[src/design/tepb_pkg.sv]
`timescale 1ns / 1ps
// ----------------------------------------------------------------------------
// Tile-edge alpha pixel blend: shared package
// Payload types, blend mode codes and tile constants for the blend core.
// ----------------------------------------------------------------------------
package tepb_pkg;

    // Largest tile edge in pixels; a larger tile side is clamped to this.
    localparam int TILE_MAX = 128;

    localparam int SAMPLE_W = 8;
    localparam int POS_W    = 7;
    localparam int SIDE_W   = 8;
    localparam int MODE_W   = 3;

    localparam logic [MODE_W-1:0] MODE_NORMAL     = 3'd0;
    localparam logic [MODE_W-1:0] MODE_ADD        = 3'd1;
    localparam logic [MODE_W-1:0] MODE_DIFFERENCE = 3'd2;
    localparam logic [MODE_W-1:0] MODE_MULTIPLY   = 3'd3;
    localparam logic [MODE_W-1:0] MODE_LUMA_ONLY  = 3'd4;

    // Edge ramp values, indexed by distance from a tile edge.
    localparam logic [SAMPLE_W-1:0] RAMP_EDGE0  = 8'd85;
    localparam logic [SAMPLE_W-1:0] RAMP_EDGE1  = 8'd141;
    localparam logic [SAMPLE_W-1:0] RAMP_EDGE2  = 8'd197;
    localparam logic [SAMPLE_W-1:0] RAMP_OPAQUE = 8'd255;

    typedef struct packed {
        logic [SAMPLE_W-1:0] dest_luma;
        logic [SAMPLE_W-1:0] dest_cb;
        logic [SAMPLE_W-1:0] dest_cr;
        logic [SAMPLE_W-1:0] source_luma;
        logic [SAMPLE_W-1:0] source_cb;
        logic [SAMPLE_W-1:0] source_cr;
        logic [POS_W-1:0]    column_in_tile;
        logic [POS_W-1:0]    row_in_tile;
        logic [SIDE_W-1:0]   tile_side;
    } pix_req_t;

    typedef struct packed {
        logic [SAMPLE_W-1:0] result_luma;
        logic [SAMPLE_W-1:0] result_cb;
        logic [SAMPLE_W-1:0] result_cr;
    } pix_res_t;

endpackage

[src/design/tepb_pix_if.sv]
`timescale 1ns / 1ps
// ----------------------------------------------------------------------------
// Tile-edge alpha pixel blend: pixel pair channel
// Valid/ready channel carrying one destination and source pixel with position.
// ----------------------------------------------------------------------------
interface tepb_pix_if;
    import tepb_pkg::*;

    logic     valid;
    logic     ready;
    pix_req_t data;

    modport source (output valid, output data, input ready);
    modport sink   (input valid, input data, output ready);
endinterface

[src/design/tepb_res_if.sv]
`timescale 1ns / 1ps
// ----------------------------------------------------------------------------
// Tile-edge alpha pixel blend: composited pixel channel
// Valid/ready channel carrying one composited YUV pixel.
// ----------------------------------------------------------------------------
interface tepb_res_if;
    import tepb_pkg::*;

    logic     valid;
    logic     ready;
    pix_res_t data;

    modport source (output valid, output data, input ready);
    modport sink   (input valid, input data, output ready);
endinterface

[src/design/tile_edge_alpha_pixel_blend_core.sv]
`timescale 1ns / 1ps
// ----------------------------------------------------------------------------
// Tile-edge alpha pixel blend core
// Composites a source YUV pixel onto a destination pixel with an alpha taken
// from the pixel's position in a square tile, under one of five blend modes.
// ----------------------------------------------------------------------------
//   Channel      Kind         Carries
//   pixels       valid/ready  destination and source pixel, column, row, side
//   composite    valid/ready  composited Y, U and V samples
//   mode_we      write strobe blend mode register, data on mode_wdata
//
// A pixel pair is taken every clock while the pipeline has room; it passes
// through the four register stages in order: ramps, alpha, products, sums.
// Reset clears every stage's valid bit and sets the blend mode to normal.
// A stall on the composite side holds the last stage; earlier stages keep
// moving until they fill, so bubbles are squeezed out and nothing is lost.
// ----------------------------------------------------------------------------
module tile_edge_alpha_pixel_blend_core (
    input  logic                           clk,
    input  logic                           rst_n,
    tepb_pix_if.sink                       pixels,
    tepb_res_if.source                     composite,
    input  logic                           mode_we,
    input  logic [tepb_pkg::MODE_W-1:0]    mode_wdata
);
    import tepb_pkg::*;

    // Clamped tile side, ramp index and ramp value helpers.
    function automatic logic [SIDE_W-1:0] clamp_side(input logic [SIDE_W-1:0] side);
        logic [SIDE_W:0] side_w;
        side_w = {1'b0, side};
        if (side_w > (SIDE_W+1)'(TILE_MAX))
            clamp_side = SIDE_W'(TILE_MAX);
        else
            clamp_side = side;
    endfunction

    function automatic logic [SAMPLE_W-1:0] edge_ramp(input logic [POS_W-1:0]  pos,
                                                       input logic [SIDE_W-1:0] side);
        logic [SIDE_W:0] pos_w;
        logic [SIDE_W:0] side_w;
        logic [SIDE_W:0] tail_dist;
        logic [1:0]      idx;
        pos_w     = {{(SIDE_W+1-POS_W){1'b0}}, pos};
        side_w    = {1'b0, side};
        tail_dist = side_w - pos_w - (SIDE_W+1)'(1);
        if (pos_w < (SIDE_W+1)'(3))
            idx = pos[1:0];
        else if ((pos_w < side_w) && (pos_w + (SIDE_W+1)'(3) >= side_w))
            idx = tail_dist[1:0];
        else
            idx = 2'd3;
        case (idx)
            2'd0:    edge_ramp = RAMP_EDGE0;
            2'd1:    edge_ramp = RAMP_EDGE1;
            2'd2:    edge_ramp = RAMP_EDGE2;
            default: edge_ramp = RAMP_OPAQUE;
        endcase
    endfunction

    function automatic logic [SAMPLE_W-1:0] round_mix(input logic [15:0] x);
        round_mix = SAMPLE_W'((x + 16'd1 + (x >> 8)) >> 8);
    endfunction

    logic [MODE_W-1:0] blend_mode_reg;

    always_ff @(posedge clk or negedge rst_n)
    begin
        if (!rst_n)
            blend_mode_reg <= MODE_NORMAL;
        else if (mode_we)
            blend_mode_reg <= mode_wdata;
    end

    // Valid bits and stage advance chain.
    logic v1_reg, v2_reg, v3_reg, v4_reg;
    logic adv1, adv2, adv3, adv4;

    assign adv4 = !v4_reg || composite.ready;
    assign adv3 = !v3_reg || adv4;
    assign adv2 = !v2_reg || adv3;
    assign adv1 = !v1_reg || adv2;

    assign pixels.ready    = adv1;
    assign composite.valid = v4_reg;

    always_ff @(posedge clk or negedge rst_n)
    begin
        if (!rst_n)
        begin
            v1_reg <= 1'b0;
            v2_reg <= 1'b0;
            v3_reg <= 1'b0;
            v4_reg <= 1'b0;
        end
        else
        begin
            if (adv1)
                v1_reg <= pixels.valid;
            if (adv2)
                v2_reg <= v1_reg;
            if (adv3)
                v3_reg <= v2_reg;
            if (adv4)
                v4_reg <= v3_reg;
        end
    end

    // Stage 1: per-axis edge ramps.
    logic [SAMPLE_W-1:0] s1_dy_reg, s1_du_reg, s1_dv_reg;
    logic [SAMPLE_W-1:0] s1_sy_reg, s1_su_reg, s1_sv_reg;
    logic [SAMPLE_W-1:0] ramp_x_reg, ramp_y_reg;
    logic [SIDE_W-1:0]   side_c;

    assign side_c = clamp_side(pixels.data.tile_side);

    always_ff @(posedge clk)
    begin
        if (adv1)
        begin
            s1_dy_reg  <= pixels.data.dest_luma;
            s1_du_reg  <= pixels.data.dest_cb;
            s1_dv_reg  <= pixels.data.dest_cr;
            s1_sy_reg  <= pixels.data.source_luma;
            s1_su_reg  <= pixels.data.source_cb;
            s1_sv_reg  <= pixels.data.source_cr;
            ramp_x_reg <= edge_ramp(pixels.data.column_in_tile, side_c);
            ramp_y_reg <= edge_ramp(pixels.data.row_in_tile, side_c);
        end
    end

    // Stage 2: alpha from the product of the two ramps.
    logic [SAMPLE_W-1:0] s2_dy_reg, s2_du_reg, s2_dv_reg;
    logic [SAMPLE_W-1:0] s2_sy_reg, s2_su_reg, s2_sv_reg;
    logic [SAMPLE_W-1:0] alpha_reg;
    logic [15:0]         ramp_prod;

    assign ramp_prod = 16'(ramp_x_reg) * 16'(ramp_y_reg);

    always_ff @(posedge clk)
    begin
        if (adv2)
        begin
            s2_dy_reg <= s1_dy_reg;
            s2_du_reg <= s1_du_reg;
            s2_dv_reg <= s1_dv_reg;
            s2_sy_reg <= s1_sy_reg;
            s2_su_reg <= s1_su_reg;
            s2_sv_reg <= s1_sv_reg;
            alpha_reg <= ramp_prod[15:8];
        end
    end

    // Stage 3: weighted products for every plane, plus the luma-only terms.
    logic [SAMPLE_W-1:0] inv_alpha;
    logic [15:0]         pd_y_reg, ps_y_reg, pd_u_reg, ps_u_reg, pd_v_reg, ps_v_reg;
    logic [15:0]         pm_y_reg;
    logic [SAMPLE_W-1:0] s3_dy_reg, s3_du_reg, s3_dv_reg, absdiff_reg;

    assign inv_alpha = RAMP_OPAQUE - alpha_reg;

    always_ff @(posedge clk)
    begin
        if (adv3)
        begin
            pd_y_reg    <= 16'(s2_dy_reg) * 16'(inv_alpha);
            ps_y_reg    <= 16'(s2_sy_reg) * 16'(alpha_reg);
            pd_u_reg    <= 16'(s2_du_reg) * 16'(inv_alpha);
            ps_u_reg    <= 16'(s2_su_reg) * 16'(alpha_reg);
            pd_v_reg    <= 16'(s2_dv_reg) * 16'(inv_alpha);
            ps_v_reg    <= 16'(s2_sv_reg) * 16'(alpha_reg);
            pm_y_reg    <= 16'(s2_dy_reg) * 16'(s2_sy_reg);
            absdiff_reg <= (s2_dy_reg >= s2_sy_reg) ? (s2_dy_reg - s2_sy_reg)
                                                    : (s2_sy_reg - s2_dy_reg);
            s3_dy_reg   <= s2_dy_reg;
            s3_du_reg   <= s2_du_reg;
            s3_dv_reg   <= s2_dv_reg;
        end
    end

    // Stage 4: rounding sums and mode selection into the output register.
    logic [SAMPLE_W-1:0] mix_y, mix_u, mix_v, add_y, mul_y;
    logic [SAMPLE_W:0]   add_sum;
    logic [15:0]         mul_round;
    pix_res_t            res_next;
    pix_res_t            res_reg;

    assign mix_y     = round_mix(pd_y_reg + ps_y_reg);
    assign mix_u     = round_mix(pd_u_reg + ps_u_reg);
    assign mix_v     = round_mix(pd_v_reg + ps_v_reg);
    assign add_sum   = {1'b0, s3_dy_reg} + {1'b0, ps_y_reg[15:8]};
    assign add_y     = add_sum[SAMPLE_W] ? RAMP_OPAQUE : add_sum[SAMPLE_W-1:0];
    assign mul_round = pm_y_reg + 16'd128;
    assign mul_y     = mul_round[15:8];

    always_comb
    begin
        res_next.result_cb = s3_du_reg;
        res_next.result_cr = s3_dv_reg;
        case (blend_mode_reg)
            MODE_ADD:
            begin
                res_next.result_luma = add_y;
                res_next.result_cb   = mix_u;
                res_next.result_cr   = mix_v;
            end
            MODE_DIFFERENCE: res_next.result_luma = absdiff_reg;
            MODE_MULTIPLY:   res_next.result_luma = mul_y;
            MODE_LUMA_ONLY:  res_next.result_luma = mix_y;
            default:
            begin
                // Normal blend, also taken by the unused mode codes.
                res_next.result_luma = mix_y;
                res_next.result_cb   = mix_u;
                res_next.result_cr   = mix_v;
            end
        endcase
    end

    always_ff @(posedge clk)
    begin
        if (adv4)
            res_reg <= res_next;
    end

    assign composite.data = res_reg;

    // The input side only stalls when every stage is holding an item.
    a_ready_full: assert property (@(posedge clk) disable iff (!rst_n)
        !pixels.ready |-> (v1_reg && v2_reg && v3_reg && v4_reg))
        else $error("input stalled with a free pipeline stage");

    // An item moving out of stage one arrives in stage two.
    a_stage_move: assert property (@(posedge clk) disable iff (!rst_n)
        (v1_reg && adv2) |=> v2_reg)
        else $error("item lost between ramp and alpha stages");

    // Ramp registers only ever hold one of the four ramp levels.
    a_ramp_level: assert property (@(posedge clk) disable iff (!rst_n)
        v1_reg |-> ((ramp_x_reg == RAMP_EDGE0 || ramp_x_reg == RAMP_EDGE1 ||
                     ramp_x_reg == RAMP_EDGE2 || ramp_x_reg == RAMP_OPAQUE) &&
                    (ramp_y_reg == RAMP_EDGE0 || ramp_y_reg == RAMP_EDGE1 ||
                     ramp_y_reg == RAMP_EDGE2 || ramp_y_reg == RAMP_OPAQUE)))
        else $error("edge ramp outside its levels");

    // Alpha is at most 254, so the destination weight is never zero.
    a_alpha_range: assert property (@(posedge clk) disable iff (!rst_n)
        v2_reg |-> (alpha_reg != RAMP_OPAQUE))
        else $error("alpha reached full scale");

endmodule

[src/flat_wrapper.sv]
// flat-port wrapper written by rule: the top's interface ports become plain ports
module tile_edge_alpha_pixel_blend_core_flat import tepb_pkg::*;
  (clk, rst_n, mode_we, mode_wdata, pixels_valid, pixels_data, pixels_ready, composite_valid, composite_data, composite_ready);
  tepb_pix_if pixels_i ();
  tepb_res_if composite_i ();
  input  logic clk;
  input  logic rst_n;
  input  logic mode_we;
  input  logic [tepb_pkg::MODE_W-1:0] mode_wdata;
  input wire logic [$bits(pixels_i.valid)-1:0] pixels_valid;
  input wire logic [$bits(pixels_i.data)-1:0] pixels_data;
  output wire logic [$bits(pixels_i.ready)-1:0] pixels_ready;
  output wire logic [$bits(composite_i.valid)-1:0] composite_valid;
  output wire logic [$bits(composite_i.data)-1:0] composite_data;
  input wire logic [$bits(composite_i.ready)-1:0] composite_ready;
  assign pixels_i.valid = pixels_valid;
  assign pixels_i.data = pixels_data;
  assign pixels_ready = pixels_i.ready;
  assign composite_valid = composite_i.valid;
  assign composite_data = composite_i.data;
  assign composite_i.ready = composite_ready;
  tile_edge_alpha_pixel_blend_core u_core (.clk(clk), .rst_n(rst_n), .pixels(pixels_i), .composite(composite_i), .mode_we(mode_we), .mode_wdata(mode_wdata));
endmodule
[config.mk]
export PLATFORM = sky130hd
export DESIGN_NAME = tile_edge_alpha_pixel_blend_core_flat
export DESIGN_NICKNAME = d
export VERILOG_FILES = /design/src/design/tepb_pkg.sv /design/src/design/tepb_pix_if.sv /design/src/design/tepb_res_if.sv /design/src/design/tile_edge_alpha_pixel_blend_core.sv /design/src/flat_wrapper.sv
export SDC_FILE = /design/constraint.sdc
export NUM_CORES = 2
export LEC_CHECK = 0
export ABC_AREA = 1
export BUFFER_PORTS_ARGS = -buffer_cell sky130_fd_sc_hd__buf_2
export CORE_UTILIZATION = 45
export DETAILED_ROUTE_END_ITERATION = 10
export PLACE_DENSITY_LB_ADDON = 0.25
export SETUP_SLACK_MARGIN = 0.3
export SLEW_MARGIN = 20
export SYNTH_ARGS = -nofsm -noshare
export SYNTH_HDL_FRONTEND = slang
export SYNTH_SLANG_ARGS = --single-unit
export TNS_END_PERCENT = 30
[constraint.sdc]
create_clock -name clk -period 10.92 [get_ports clk]
set_clock_uncertainty 0.2 [all_clocks]
set_input_delay 0.546 -clock clk [delete_from_list [all_inputs] [get_ports clk]]
set_output_delay 0.546 -clock clk [all_outputs]
set_load 0.01 [all_outputs]
==> results.cfg <==
[floorplan]
die-area_mm2 = 0.0705
die_x_um = 265
fp.dieH_um = 265
io_pins = 104
core_area_mm2 = 0.0686
rows = 96
initial_core_util = 0.456

[synthesis]
synth_compound_area_frac = 0.0548
synth_top_family_by_area = adder cells
synth_area_mm2 = 0.0312
synthAdderAreaFrac = 0.352
synthMuxAreaShare = 0.00100
synth_nets = 4423
synth_xor_area_frac = 0.0398
yosysUniqueCellTypes = 59
synthArstFlopShare = 0.0248
yosys.area_share.simple = 0.166
ys_ff_latch = 282
synthFlopType = edfxtp_1
ys_seq_area_frac = 0.270
synth_enable_flop_cells = 275
syn_inst = 3641
avgSynthCellArea_um2 = 8.58
yosys_warnings = 0

[layout]
final_cell_area_mm2 = 0.0345
n_antenna_cell = 0
drive_above_1_share = 0.0656
stdcell_count = 4725
largest_reg_flops = 24
finalNetCount = 4548
multi_input_area_mm2 = 0.0192
area_growth_pct = 10.3
regArea_mm2 = 0.00843
fillCellCount = 6489

[clock_tree]
clk_path_buf_depth = 3
post_cts_buffers = 0
cts_sinks = 282
cts_resized = 0
clk_pin_slew_worst_paths_ps = 60
htreeDepth = 2
clock-root-buffer = clkbuf_16
cts_tree = built
cts_hold_buf = 52
cts_buffers = 36
insertion_delay_ps = 560

[global_route]
grt_use_total = 0.203
antenna_found_initial = 0
grt-ovfl-total = 0
grt_pass1_vias = 23298
grt_pass1_wl_um = 115000
grt_max_degree = 73

[place]
hpwlAfterDp_um = 53700
placed_cells = 4607
gp_congestion = 0.892
io_buffers = 103
placed_area_mm2 = 0.0327
pre_cts_ws_ps = 5590

[worst_setup_path]
required_ps = 11020
path_max_fanout = 12
crit_type = reg2reg
ff2ff_setup_slack_ps = 5520
arrival_ps = 5500
worst_setup_path_start_kind = flop
crit_path_end_kind = flop

[run]
maxCapViolations = 0

[sta]
rsz0062_at_grt = false
setup_viol = 0
finalCritPeriodShare = 0.495
max_freq_mhz = 185
finalSetupTns_ps = 0
relSlewSlack = 0.306
period_minus_slack_ps = 5400
maxSlewViolCount = 0
layout_setup_ws_ps = 5520
hold_viol = 0
worst_slew_pin_slew_ps = 1040

[drt]
wl_per_cell_um = 14.5
final_antenna_net_count = 0
drtPass1Iterations = 5
wirelength_um = 68600
viasPerCell = 4.85
drtIter0Drc = 1225
vias = 22895
drc_errors = 0

[min_path]
hold_path_class = in2reg

[run_status]
status = complete, no violations
[critical path, cell delays in order (launching register included)]
cell      delay (ps)
edfxtp_1         750
clkinv_1         510
nor2_1           270
fa_1             450
fa_1             460
fa_1             500
inv_1             60
fa_1             530
inv_1             40
ha_1             340
a21oi_1          230
o21ai_0          140
nor2_1           160
o21ai_0          150
a21oi_1          160
nor2_1            50
nor2_1           100
xnor2_1           70
[per-stage QoR]
step	hold WS [ps]	util
6_report	25.2	0.502
5_1_grt	41.2	0.502
4_1_cts	0.551	0.502
3_5_place_dp	187	0.477
3_3_place_gp	187	0.477
2_1_floorplan	50.4	-
[placed cells by master, fill, tap and decap left out, drive strengths merged, types with 18 or more instances in the layout]
| cell | synthesis | final |
|---|---|---|
| ha | 412 | 412 |
| clkbuf | 74 | 43 |
| buf | 10 | 119 |
| o21ai | 74 | 74 |
| inv | 868 | 869 |
| nand3 | 137 | 137 |
| nand2 | 771 | 771 |
| a21oi | 180 | 180 |
| fa | 292 | 292 |
| edfxtp | 275 | 275 |
| xnor2 | 48 | 48 |
| dlygate4sd3 | 0 | 52 |
| nor2 | 290 | 290 |
| clkinv | 6 | 18 |
| xor2 | 88 | 88 |
[cell type report]
type	count	area share
Sequential cell	282	0.245
Timing Repair Buffer	171	0.0336
Clock inverter	23	0.00752
Inverter	874	0.0954
Clock buffer	43	0.0281
Multi-Input combinational cell	2401	0.557
Tap cell	931	0.0338
[synthesized netlist by cell type, drive strengths merged (2+ instances only)]
master / n / area share
nand3: 137 / 0.023
clkinv: 6 / 0.00072
o21ai: 74 / 0.012
o221ai: 4 / 0.0011
nor3: 17 / 0.0029
nand3b: 10 / 0.0025
o31ai: 2 / 0.00048
o21a: 5 / 0.0012
buf: 10 / 0.0014
and3: 3 / 0.00060
clkbuf: 74 / 0.0096
nand2: 771 / 0.096
nor2: 290 / 0.036
o21bai: 8 / 0.0019
xor2: 88 / 0.026
inv: 868 / 0.10
ha: 412 / 0.16
a211oi: 8 / 0.0019
mux2i: 2 / 0.00064
a31oi: 3 / 0.00060
o211ai: 2 / 0.00048
nand4: 13 / 0.0030
or2: 6 / 0.0012
o2111ai: 6 / 0.0017
nor4: 3 / 0.00060
xnor2: 48 / 0.013
edfxtp: 275 / 0.26
a21oi: 180 / 0.030
fa: 292 / 0.19
a21o: 10 / 0.0024
dfrtp: 7 / 0.0056
[worst paths after layout]
path,start,endpoint,cells past startpoint
setup / recovery,u_core.s2_dy_reg[3],u_core.pd_y_reg[13],17
hold reg to reg,u_core.s1_su_reg[5],u_core.s2_su_reg[5],0
min in group asynchronous,rst_n,u_core.blend_mode_reg[2],2
max in group asynchronous,rst_n,u_core.v1_reg,2
setup reg to reg,u_core.s2_dy_reg[3],u_core.pd_y_reg[13],17
hold / removal,mode_wdata[1],u_core.blend_mode_reg[1],3
[kinds of logic after synthesis]
| family | Yosys count |
|---|---|
| simple gates | 1252 |
| buf+inv | 958 |
| fa+ha+maj | 704 |
| compound gates | 306 |
| flops | 282 |
| xor+xnor | 136 |
| mux | 3 |
[routing by layer]
metal	vias to the layer above	GRT usage	wire, um
li1	11516	-	-
met1	10886	0.273	31500
met2	417	0.348	32900
met3	76	0.0210	2780
met4	0	0.0517	1370
met5	-	0	0
Power is left out: the tool's default activity adds up to more than one toggle a clock period on the data nets, which glitch-free logic cannot reach.
